==> src/hw/rtl/fsfp_pkg.sv <==
`default_nettype none

package fsfp_pkg;

    localparam int STAMP_W = 48;
    localparam int CFG_W   = 24;
    localparam int IDX_W   = 2;

    localparam logic [IDX_W-1:0] CFG_IDX_MODE      = 2'd0;
    localparam logic [IDX_W-1:0] CFG_IDX_INTERVAL  = 2'd1;
    localparam logic [IDX_W-1:0] CFG_IDX_THRESHOLD = 2'd2;

    localparam logic             MODE_RESET      = 1'b0;
    localparam logic [CFG_W-1:0] INTERVAL_RESET  = 24'd33333;
    localparam logic [CFG_W-1:0] THRESHOLD_RESET = 24'd150000;

    typedef enum logic [1:0] {
        KIND_INTER   = 2'd0,
        KIND_NORMAL  = 2'd1,
        KIND_DROPPED = 2'd2,
        KIND_JUMPED  = 2'd3
    } kind_t;

    typedef struct packed {
        logic load;
        logic div_start;
        logic div_sel_el;
        logic capture_el;
        logic commit;
    } fsfp_cmd_t;

    typedef struct packed {
        logic  variable_mode;
        kind_t kind;
        logic  div_done;
        logic  out_free;
    } fsfp_status_t;

endpackage

`default_nettype wire

==> src/hw/rtl/fixed_step_frame_pacer.sv <==
// Fixed-step frame pacer.
// Input channel s_*: one timestamp per transaction (microsecond ticks,
// nondecreasing). Result channel m_*: one frame record per input transaction,
// in order. Configuration channel cfg_*: index 0 tick mode, 1 frame interval,
// 2 jump threshold; always ready, write only while no transaction is in flight.
// Variable mode, intermediate and dropped steps go from the input register to
// the result register without the divider; a normal frame first runs the
// bit-serial divider (one quotient bit per cycle) on the timestamp, and a
// jumped frame runs it on the elapsed time and then on the timestamp. A new
// timestamp is taken only after the previous result is loaded, so the block
// finishes one item before it accepts the next.
// Reset clears the frame time, last timestamp, both counters and the seeded
// flag, and restores the register defaults (fixed mode, 33333, 150000).
// The result register holds one record; while the receiver stalls the block
// finishes the next item and then waits with s_ready low until the held
// record is taken.
`default_nettype none

module fixed_step_frame_pacer
    import fsfp_pkg::*;
#(
    parameter int TIME_BITS = 48
) (
    input  wire logic               aclk,
    input  wire logic               aresetn,
    input  wire logic               s_valid,
    output logic                    s_ready,
    input  wire logic [STAMP_W-1:0] s_timestamp,
    output logic                    m_valid,
    input  wire logic               m_ready,
    output logic [1:0]              m_frame_kind,
    output logic                    m_frame_tick,
    output logic [STAMP_W-1:0]      m_frame_count,
    output logic [STAMP_W-1:0]      m_frame_stamp,
    output logic [STAMP_W-1:0]      m_frame_step,
    output logic [STAMP_W-1:0]      m_cycle_step,
    output logic [STAMP_W-1:0]      m_cycle_count,
    input  wire logic               cfg_valid,
    output logic                    cfg_ready,
    input  wire logic [IDX_W-1:0]   cfg_index,
    input  wire logic [CFG_W-1:0]   cfg_data
);

    logic             tick_mode_reg;
    logic [CFG_W-1:0] frame_interval_reg;
    logic [CFG_W-1:0] jump_threshold_reg;

    fsfp_cmd_t    cmd;
    fsfp_status_t status;

    assign cfg_ready = 1'b1;

    always_ff @(posedge aclk) begin
        if (!aresetn) begin
            tick_mode_reg      <= MODE_RESET;
            frame_interval_reg <= INTERVAL_RESET;
            jump_threshold_reg <= THRESHOLD_RESET;
        end else if (cfg_valid && cfg_ready) begin
            case (cfg_index)
                CFG_IDX_MODE:      tick_mode_reg      <= cfg_data[0];
                CFG_IDX_INTERVAL:  frame_interval_reg <= cfg_data;
                CFG_IDX_THRESHOLD: jump_threshold_reg <= cfg_data;
                default: begin
                    tick_mode_reg <= tick_mode_reg;
                end
            endcase
        end
    end

    fsfp_ctrl u_ctrl (
        .aclk    (aclk),
        .aresetn (aresetn),
        .s_valid (s_valid),
        .s_ready (s_ready),
        .status  (status),
        .cmd     (cmd)
    );

    fsfp_dp #(
        .TIME_BITS (TIME_BITS)
    ) u_dp (
        .aclk           (aclk),
        .aresetn        (aresetn),
        .cmd            (cmd),
        .status         (status),
        .tick_mode      (tick_mode_reg),
        .frame_interval (frame_interval_reg),
        .jump_threshold (jump_threshold_reg),
        .s_timestamp    (s_timestamp),
        .m_valid        (m_valid),
        .m_ready        (m_ready),
        .m_frame_kind   (m_frame_kind),
        .m_frame_tick   (m_frame_tick),
        .m_frame_count  (m_frame_count),
        .m_frame_stamp  (m_frame_stamp),
        .m_frame_step   (m_frame_step),
        .m_cycle_step   (m_cycle_step),
        .m_cycle_count  (m_cycle_count)
    );

endmodule

`default_nettype wire

==> src/hw/rtl/fsfp_div.sv <==
`default_nettype none

module fsfp_div
    import fsfp_pkg::*;
#(
    parameter int TIME_BITS = 48
) (
    input  wire logic                 aclk,
    input  wire logic                 aresetn,
    input  wire logic                 start,
    input  wire logic [TIME_BITS-1:0] dividend,
    input  wire logic [CFG_W-1:0]     divisor,
    output logic                      done,
    output logic [TIME_BITS-1:0]      quotient,
    output logic [CFG_W-1:0]          remainder
);

    localparam int CNT_W = $clog2(TIME_BITS);

    logic                 busy_reg;
    logic                 done_reg;
    logic [CNT_W-1:0]     cnt_reg;
    logic [TIME_BITS-1:0] quo_reg;
    logic [CFG_W-1:0]     rem_reg;
    logic [CFG_W-1:0]     dsr_reg;

    logic [CFG_W:0]       shifted;
    logic                 fits;

    assign shifted = {rem_reg, quo_reg[TIME_BITS-1]};
    assign fits    = shifted >= {1'b0, dsr_reg};

    always_ff @(posedge aclk) begin
        if (!aresetn) begin
            busy_reg <= 1'b0;
            done_reg <= 1'b0;
            cnt_reg  <= '0;
        end else begin
            done_reg <= 1'b0;
            if (start && !busy_reg) begin
                busy_reg <= 1'b1;
                cnt_reg  <= '0;
            end else if (busy_reg) begin
                if (cnt_reg == CNT_W'(TIME_BITS - 1)) begin
                    busy_reg <= 1'b0;
                    done_reg <= 1'b1;
                end else begin
                    cnt_reg <= cnt_reg + 1'b1;
                end
            end
        end
    end

    always_ff @(posedge aclk) begin
        if (start && !busy_reg) begin
            quo_reg <= dividend;
            rem_reg <= '0;
            dsr_reg <= divisor;
        end else if (busy_reg) begin
            quo_reg <= {quo_reg[TIME_BITS-2:0], fits};
            rem_reg <= fits ? CFG_W'(shifted - {1'b0, dsr_reg}) : shifted[CFG_W-1:0];
        end
    end

    assign done      = done_reg;
    assign quotient  = quo_reg;
    assign remainder = rem_reg;

endmodule

`default_nettype wire

==> src/hw/rtl/fsfp_ctrl.sv <==
`default_nettype none

module fsfp_ctrl
    import fsfp_pkg::*;
(
    input  wire logic          aclk,
    input  wire logic          aresetn,
    input  wire logic          s_valid,
    output logic               s_ready,
    input  wire fsfp_status_t  status,
    output fsfp_cmd_t          cmd
);

    typedef enum logic [4:0] {
        ST_IDLE   = 5'b00001,
        ST_CLASS  = 5'b00010,
        ST_DIV_EL = 5'b00100,
        ST_DIV_TS = 5'b01000,
        ST_DONE   = 5'b10000
    } state_t;

    state_t state_reg;
    state_t state_next;

    always_ff @(posedge aclk) begin
        if (!aresetn) begin
            state_reg <= ST_IDLE;
        end else begin
            state_reg <= state_next;
        end
    end

    always_comb begin
        state_next = state_reg;
        cmd        = '0;
        case (state_reg)
            ST_IDLE: begin
                if (s_valid) begin
                    cmd.load   = 1'b1;
                    state_next = ST_CLASS;
                end
            end
            ST_CLASS: begin
                if (status.variable_mode || status.kind == KIND_INTER
                    || status.kind == KIND_DROPPED) begin
                    state_next = ST_DONE;
                end else if (status.kind == KIND_NORMAL) begin
                    cmd.div_start = 1'b1;
                    state_next    = ST_DIV_TS;
                end else begin
                    cmd.div_start  = 1'b1;
                    cmd.div_sel_el = 1'b1;
                    state_next     = ST_DIV_EL;
                end
            end
            ST_DIV_EL: begin
                if (status.div_done) begin
                    cmd.capture_el = 1'b1;
                    cmd.div_start  = 1'b1;
                    state_next     = ST_DIV_TS;
                end
            end
            ST_DIV_TS: begin
                if (status.div_done) begin
                    state_next = ST_DONE;
                end
            end
            ST_DONE: begin
                if (status.out_free) begin
                    cmd.commit = 1'b1;
                    state_next = ST_IDLE;
                end
            end
            default: begin
                state_next = ST_IDLE;
            end
        endcase
    end

    assign s_ready = (state_reg == ST_IDLE);

endmodule

`default_nettype wire

==> src/hw/rtl/fsfp_dp.sv <==
`default_nettype none

module fsfp_dp
    import fsfp_pkg::*;
#(
    parameter int TIME_BITS = 48
) (
    input  wire logic               aclk,
    input  wire logic               aresetn,
    input  wire fsfp_cmd_t          cmd,
    output fsfp_status_t            status,
    input  wire logic               tick_mode,
    input  wire logic [CFG_W-1:0]   frame_interval,
    input  wire logic [CFG_W-1:0]   jump_threshold,
    input  wire logic [STAMP_W-1:0] s_timestamp,
    output logic                    m_valid,
    input  wire logic               m_ready,
    output logic [1:0]              m_frame_kind,
    output logic                    m_frame_tick,
    output logic [STAMP_W-1:0]      m_frame_count,
    output logic [STAMP_W-1:0]      m_frame_stamp,
    output logic [STAMP_W-1:0]      m_frame_step,
    output logic [STAMP_W-1:0]      m_cycle_step,
    output logic [STAMP_W-1:0]      m_cycle_count
);

    localparam int T = TIME_BITS;

    logic [T-1:0] ts_reg;
    logic [T-1:0] cstep_reg;
    logic [T-1:0] el_reg;
    logic [T-1:0] lfs_reg;
    logic [T-1:0] seen_reg;
    logic         seeded_reg;
    logic [T-1:0] fc_reg;
    logic [T-1:0] cc_reg;
    logic [T-1:0] cnt_reg;
    logic [T-1:0] fstep_j_reg;
    logic         m_valid_reg;

    logic [T-1:0] ts_in;
    logic [T-1:0] base;
    logic [T-1:0] cstep_next;
    logic [T-1:0] el_next;
    logic [CFG_W-1:0] iv24;
    logic [T-1:0] iv_w;
    logic [T-1:0] rem_w;
    kind_t        kind;

    logic         div_done;
    logic [T-1:0] div_quo;
    logic [CFG_W-1:0] div_rem;
    logic [T-1:0] div_rem_w;

    logic [T-1:0] fc_next;
    logic [T-1:0] fstamp;
    logic [T-1:0] fstep;
    logic [T-1:0] lfs_next;
    kind_t        kind_out;

    assign ts_in      = T'(s_timestamp);
    assign base       = seeded_reg ? seen_reg : ts_in;
    assign cstep_next = (ts_in >= base) ? ts_in - base : '0;
    assign el_next    = (ts_in >= lfs_reg) ? ts_in - lfs_reg : '0;

    assign iv24  = (frame_interval == '0) ? CFG_W'(1) : frame_interval;
    assign iv_w  = T'(iv24);
    assign rem_w = el_reg - iv_w;

    always_comb begin
        if (el_reg < iv_w) begin
            kind = KIND_INTER;
        end else if (rem_w < iv_w) begin
            kind = KIND_NORMAL;
        end else if (rem_w > T'(jump_threshold)) begin
            kind = KIND_JUMPED;
        end else begin
            kind = KIND_DROPPED;
        end
    end

    fsfp_div #(
        .TIME_BITS (T)
    ) u_div (
        .aclk      (aclk),
        .aresetn   (aresetn),
        .start     (cmd.div_start),
        .dividend  (cmd.div_sel_el ? el_reg : ts_reg),
        .divisor   (iv24),
        .done      (div_done),
        .quotient  (div_quo),
        .remainder (div_rem)
    );

    assign div_rem_w = T'(div_rem);

    assign status.variable_mode = tick_mode;
    assign status.kind          = kind;
    assign status.div_done      = div_done;
    assign status.out_free      = !m_valid_reg || m_ready;

    always_comb begin
        fc_next  = fc_reg;
        fstamp   = lfs_reg;
        fstep    = el_reg;
        lfs_next = lfs_reg;
        kind_out = kind;
        if (tick_mode) begin
            kind_out = KIND_NORMAL;
            fc_next  = fc_reg + 1'b1;
            fstamp   = ts_reg;
            fstep    = cstep_reg;
        end else begin
            case (kind)
                KIND_INTER: begin
                    fstamp = lfs_reg;
                    fstep  = el_reg;
                end
                KIND_NORMAL: begin
                    fc_next  = fc_reg + 1'b1;
                    fstep    = iv_w;
                    fstamp   = lfs_reg + iv_w;
                    lfs_next = ts_reg - div_rem_w;
                end
                KIND_DROPPED: begin
                    fc_next  = fc_reg + 1'b1;
                    fstep    = iv_w;
                    fstamp   = lfs_reg + iv_w;
                    lfs_next = lfs_reg + iv_w;
                end
                KIND_JUMPED: begin
                    fc_next  = fc_reg + 1'b1 + cnt_reg;
                    fstep    = fstep_j_reg;
                    fstamp   = lfs_reg + fstep_j_reg;
                    lfs_next = ts_reg - div_rem_w;
                end
                default: begin
                    fc_next = fc_reg;
                end
            endcase
        end
    end

    always_ff @(posedge aclk) begin
        if (cmd.load) begin
            ts_reg    <= ts_in;
            cstep_reg <= cstep_next;
            el_reg    <= el_next;
        end
        if (cmd.capture_el) begin
            cnt_reg     <= div_quo + T'(div_rem != '0);
            fstep_j_reg <= el_reg + ((div_rem != '0) ? iv_w - div_rem_w : '0);
        end
    end

    always_ff @(posedge aclk) begin
        if (!aresetn) begin
            lfs_reg    <= '0;
            seen_reg   <= '0;
            seeded_reg <= 1'b0;
            fc_reg     <= '0;
            cc_reg     <= '0;
        end else begin
            if (cmd.load) begin
                seen_reg   <= ts_in;
                seeded_reg <= 1'b1;
                cc_reg     <= cc_reg + 1'b1;
            end
            if (cmd.commit) begin
                fc_reg  <= fc_next;
                lfs_reg <= lfs_next;
            end
        end
    end

    always_ff @(posedge aclk) begin
        if (!aresetn) begin
            m_valid_reg <= 1'b0;
        end else if (cmd.commit) begin
            m_valid_reg <= 1'b1;
        end else if (m_ready) begin
            m_valid_reg <= 1'b0;
        end
    end

    always_ff @(posedge aclk) begin
        if (cmd.commit) begin
            m_frame_kind  <= kind_out;
            m_frame_tick  <= (kind_out != KIND_INTER);
            m_frame_count <= STAMP_W'(fc_next);
            m_frame_stamp <= STAMP_W'(fstamp);
            m_frame_step  <= STAMP_W'(fstep);
            m_cycle_step  <= STAMP_W'(cstep_reg);
            m_cycle_count <= STAMP_W'(cc_reg);
        end
    end

    assign m_valid = m_valid_reg;

    a_commit_free: assert property (@(posedge aclk) disable iff (!aresetn)
        cmd.commit |-> (!m_valid_reg || m_ready))
        else $error("result overwritten before it was taken");

    a_commit_valid: assert property (@(posedge aclk) disable iff (!aresetn)
        cmd.commit |=> m_valid_reg)
        else $error("committed result not presented");

    a_tick_kind: assert property (@(posedge aclk) disable iff (!aresetn)
        m_valid_reg |-> (m_frame_tick == (m_frame_kind != KIND_INTER)))
        else $error("frame tick disagrees with frame kind");

endmodule

`default_nettype wire

==> config.mk <==
export PLATFORM = sky130hd
export DESIGN_NAME = fixed_step_frame_pacer
export DESIGN_NICKNAME = d
export VERILOG_FILES = /design/src/hw/rtl/fsfp_pkg.sv /design/src/hw/rtl/fixed_step_frame_pacer.sv /design/src/hw/rtl/fsfp_div.sv /design/src/hw/rtl/fsfp_ctrl.sv /design/src/hw/rtl/fsfp_dp.sv
export SDC_FILE = /design/constraint.sdc
export NUM_CORES = 2
export LEC_CHECK = 0
export CAP_MARGIN = 15
export CORE_MARGIN = 1
export CORE_UTILIZATION = 38
export DETAILED_ROUTE_END_ITERATION = 10
export DONT_BUFFER_PORTS = 1
export GPL_ROUTABILITY_DRIVEN = 0
export SLEW_MARGIN = 20
export SYNTH_ARGS = -nofsm -noshare
export SYNTH_HDL_FRONTEND = slang
export SYNTH_SLANG_ARGS = --single-unit
==> constraint.sdc <==
create_clock -name aclk -period 23.5 [get_ports aclk]
set_clock_uncertainty 0.2 [all_clocks]
set_input_delay 2.35 -clock aclk [delete_from_list [all_inputs] [get_ports aclk]]
set_output_delay 2.35 -clock aclk [all_outputs]
set_load 0.01 [all_outputs]
==> results.sh <==
export IMPL_tns_ns=0
export IMPL_ys_top_cells_by_count="nand2_1, edfxtp_1, nor2_1"
export IMPL_fin_crit_ns=9.63
export IMPL_cp_required_ns=23.98
export IMPL_synth_seq_cells=835
export IMPL_overflow=0
export IMPL_synthArstFlopShare=0
export IMPL_synth_flop_cell="edfxtp_1"
export IMPL_synth_avg_cell_area_um2=9.19
export IMPL_cts_tree="yes"
export IMPL_nets=6412
export IMPL_rsz0062_at_grt="no"
export IMPL_relSlewSlack=0.235
export IMPL_vdd_drop_max_uv=66.2
export IMPL_start_util=0.384
export IMPL_slowest_stage="nand2_1"
export IMPL_wl_per_cell_um=24.8
export IMPL_arrival_ns=10.11
export IMPL_dr_pass1_iters=6
export IMPL_synth_area_leaders="edfxtp_1, dfxtp_1, ha_1"
export IMPL_max_freq_mhz=104
export IMPL_die_area_um2=147000
export IMPL_power_density_nw_per_um2=85.6
export IMPL_synth_top_area_cell="edfxtp_1"
export IMPL_fillCellCount=13872
export IMPL_worstMarginPinSlew_ns=1.14
export IMPL_fp_dieW_um=384
export IMPL_ys_warnings_count=0
export IMPL_fin_util=0.420
export IMPL_ios=325
export IMPL_multiInputGateArea_um2=31200
export IMPL_wl_mm=196
export IMPL_drc=0
export IMPL_synth_edff_count=555
export IMPL_critPathMaxStageDelay_ns=0.66
export IMPL_antenna_found_initial=11
export IMPL_cp_start_kind="register"
export IMPL_die_y_um=384
export IMPL_clkSinkCount=835
export IMPL_clockBufferDepth=3
export IMPL_cts_made_buffers=97
export IMPL_synth_top_area_share=0.301
export IMPL_dp_final_hpwl_mm=150
export IMPL_hold_viol_final=0
export IMPL_htree_levels=3
export IMPL_power_leakage_nw=23.1
export IMPL_drive_above_1_share=0.0602
export IMPL_grt_pass1_vias=44200
export IMPL_area_delta_synth_final_pct=9.40
export IMPL_crit_path_end_kind="register"
export IMPL_io_buffer_count=0
export IMPL_drv_cap=0
export IMPL_clock_latency_ns=0.75
export IMPL_path_buf_inv=5
export IMPL_core_um2=144000
export IMPL_holdWs_ns=0.248
export IMPL_cts_hold_buf=0
export IMPL_slew_viol_final=0
export IMPL_syn_nets=6534
export IMPL_setup_viol=0
export IMPL_register_area_um2=22300
export IMPL_grt_max_degree=94
export IMPL_netlist_cell_type_count=92
export IMPL_synth_seq_area_share=0.402
export IMPL_critPathMaxFanout=57
export IMPL_cts_root_buffer="clkbuf_16"
export IMPL_ctsResizeCount=0
export IMPL_critPathTopFamily="compound AO/OA/AOI/OAI gates"
export IMPL_path_clk_slew_ns=0.06
export IMPL_post_cts_setup_buffers=0
export IMPL_finalCritPeriodShare=0.410
export IMPL_grt_pass1_wl_mm=287
export IMPL_synth_most_common_cell="nand2_1"
export IMPL_row_count=139
export IMPL_grtUsageTotal=0.258
export IMPL_drtIter0Drc=5606
export IMPL_critPathKind="reg2reg"
export IMPL_outcome="finished, final reports clean"
export IMPL_hold_path_class="reg2reg"
export IMPL_via_per_inst=6.01
export IMPL_vias=47521
export IMPL_final_antenna_net_count=0
export IMPL_synth_cells=6031
export IMPL_syn_cell_area_um2=55400
-- per-stage QoR --
stage	cells	setup WS, ns	area, um2	power [mW]
floorplan	6031	12.67	55400	3.15
global placement	7712	14.37	57300	3.53
detailed placement	7712	14.05	57300	3.56
CTS	7894	14.02	60600	5.16
global route	7905	13.49	60600	5.45
finish	7906	13.87	60600	5.19
-- cells by family (layout without fill, tap and decap cells) --
logic type | count (synthesis) | after routing | share of synthesized area
flip-flops | 835 | 835 | 0.402
AND/OR/NAND/NOR | 1894 | 1894 | 0.160
buffers and inverters | 548 | 509 | 0.0377
multiplexers | 177 | 177 | 0.0341
AO/OA/AOI/OAI | 1690 | 1690 | 0.196
XOR/XNOR | 462 | 462 | 0.0730
adder cells (fa/ha/maj) | 424 | 424 | 0.0971
other | 1 | 12 | 0.0000677
-- power by group --
group / switching, mW / internal, mW / leakage, nW
Sequential: 0.0916 / 1.70 / 7.28
Clock: 0.665 / 0.931 / 1.60
Combinational: 1.05 / 0.749 / 14.2
Total: 1.81 / 3.38 / 23.1
-- path summary, 6_finish.rpt --
kind / startpoint / end / slack (ns) / depth (start not counted)
max: frame_interval_reg[20] / u_dp.lfs_reg[29] / 13.87 / 33
min: u_dp.cstep_reg[22] / u_dp.m_cycle_step[22] / 0.25 / 0
max reg2reg: frame_interval_reg[20] / u_dp.lfs_reg[29] / 13.87 / 33
min reg2reg: u_dp.cstep_reg[22] / u_dp.m_cycle_step[22] / 0.25 / 0
-- area by class of cell --
type / instances / share of cell area
well taps: 1903 / 0.0393
repair buffers: 49 / 0.00646
clock buffers: 124 / 0.0431
multi-input cells: 4648 / 0.514
inverters: 278 / 0.0175
clock inverters: 58 / 0.0113
diodes: 11 / 0.000454
flip-flops and latches: 835 / 0.368
-- placed cells by master, fill, tap and decap left out, types with 59 or more instances in the layout --
master	n
nand4_1	82
nand2b_1	66
mux2i_1	86
nor2_1	528
mux2_2	88
o21a_1	73
a22oi_1	69
a21o_1	203
a31oi_1	59
dfxtp_1	278
xnor2_1	264
o21ai_0	332
clkbuf_16	98
a21oi_1	498
xor2_1	198
nand2_1	575
edfxtp_1	555
and3_1	77
nand3_1	165
nor3_1	138
nor2b_1	59
ha_1	411
inv_1	272
-- per-layer routing --
| layer | vias up | global-route usage | wire, um |
|---|---|---|---|
| met5 | - | 0 | 13 |
| met1 | 22731 | 0.351 | 81500 |
| met2 | 2435 | 0.385 | 83600 |
| met3 | 381 | 0.0711 | 23200 |
| met4 | 2 | 0.104 | 8060 |
| li1 | 21972 | - | - |
Power figures use the tool's default switching activity.
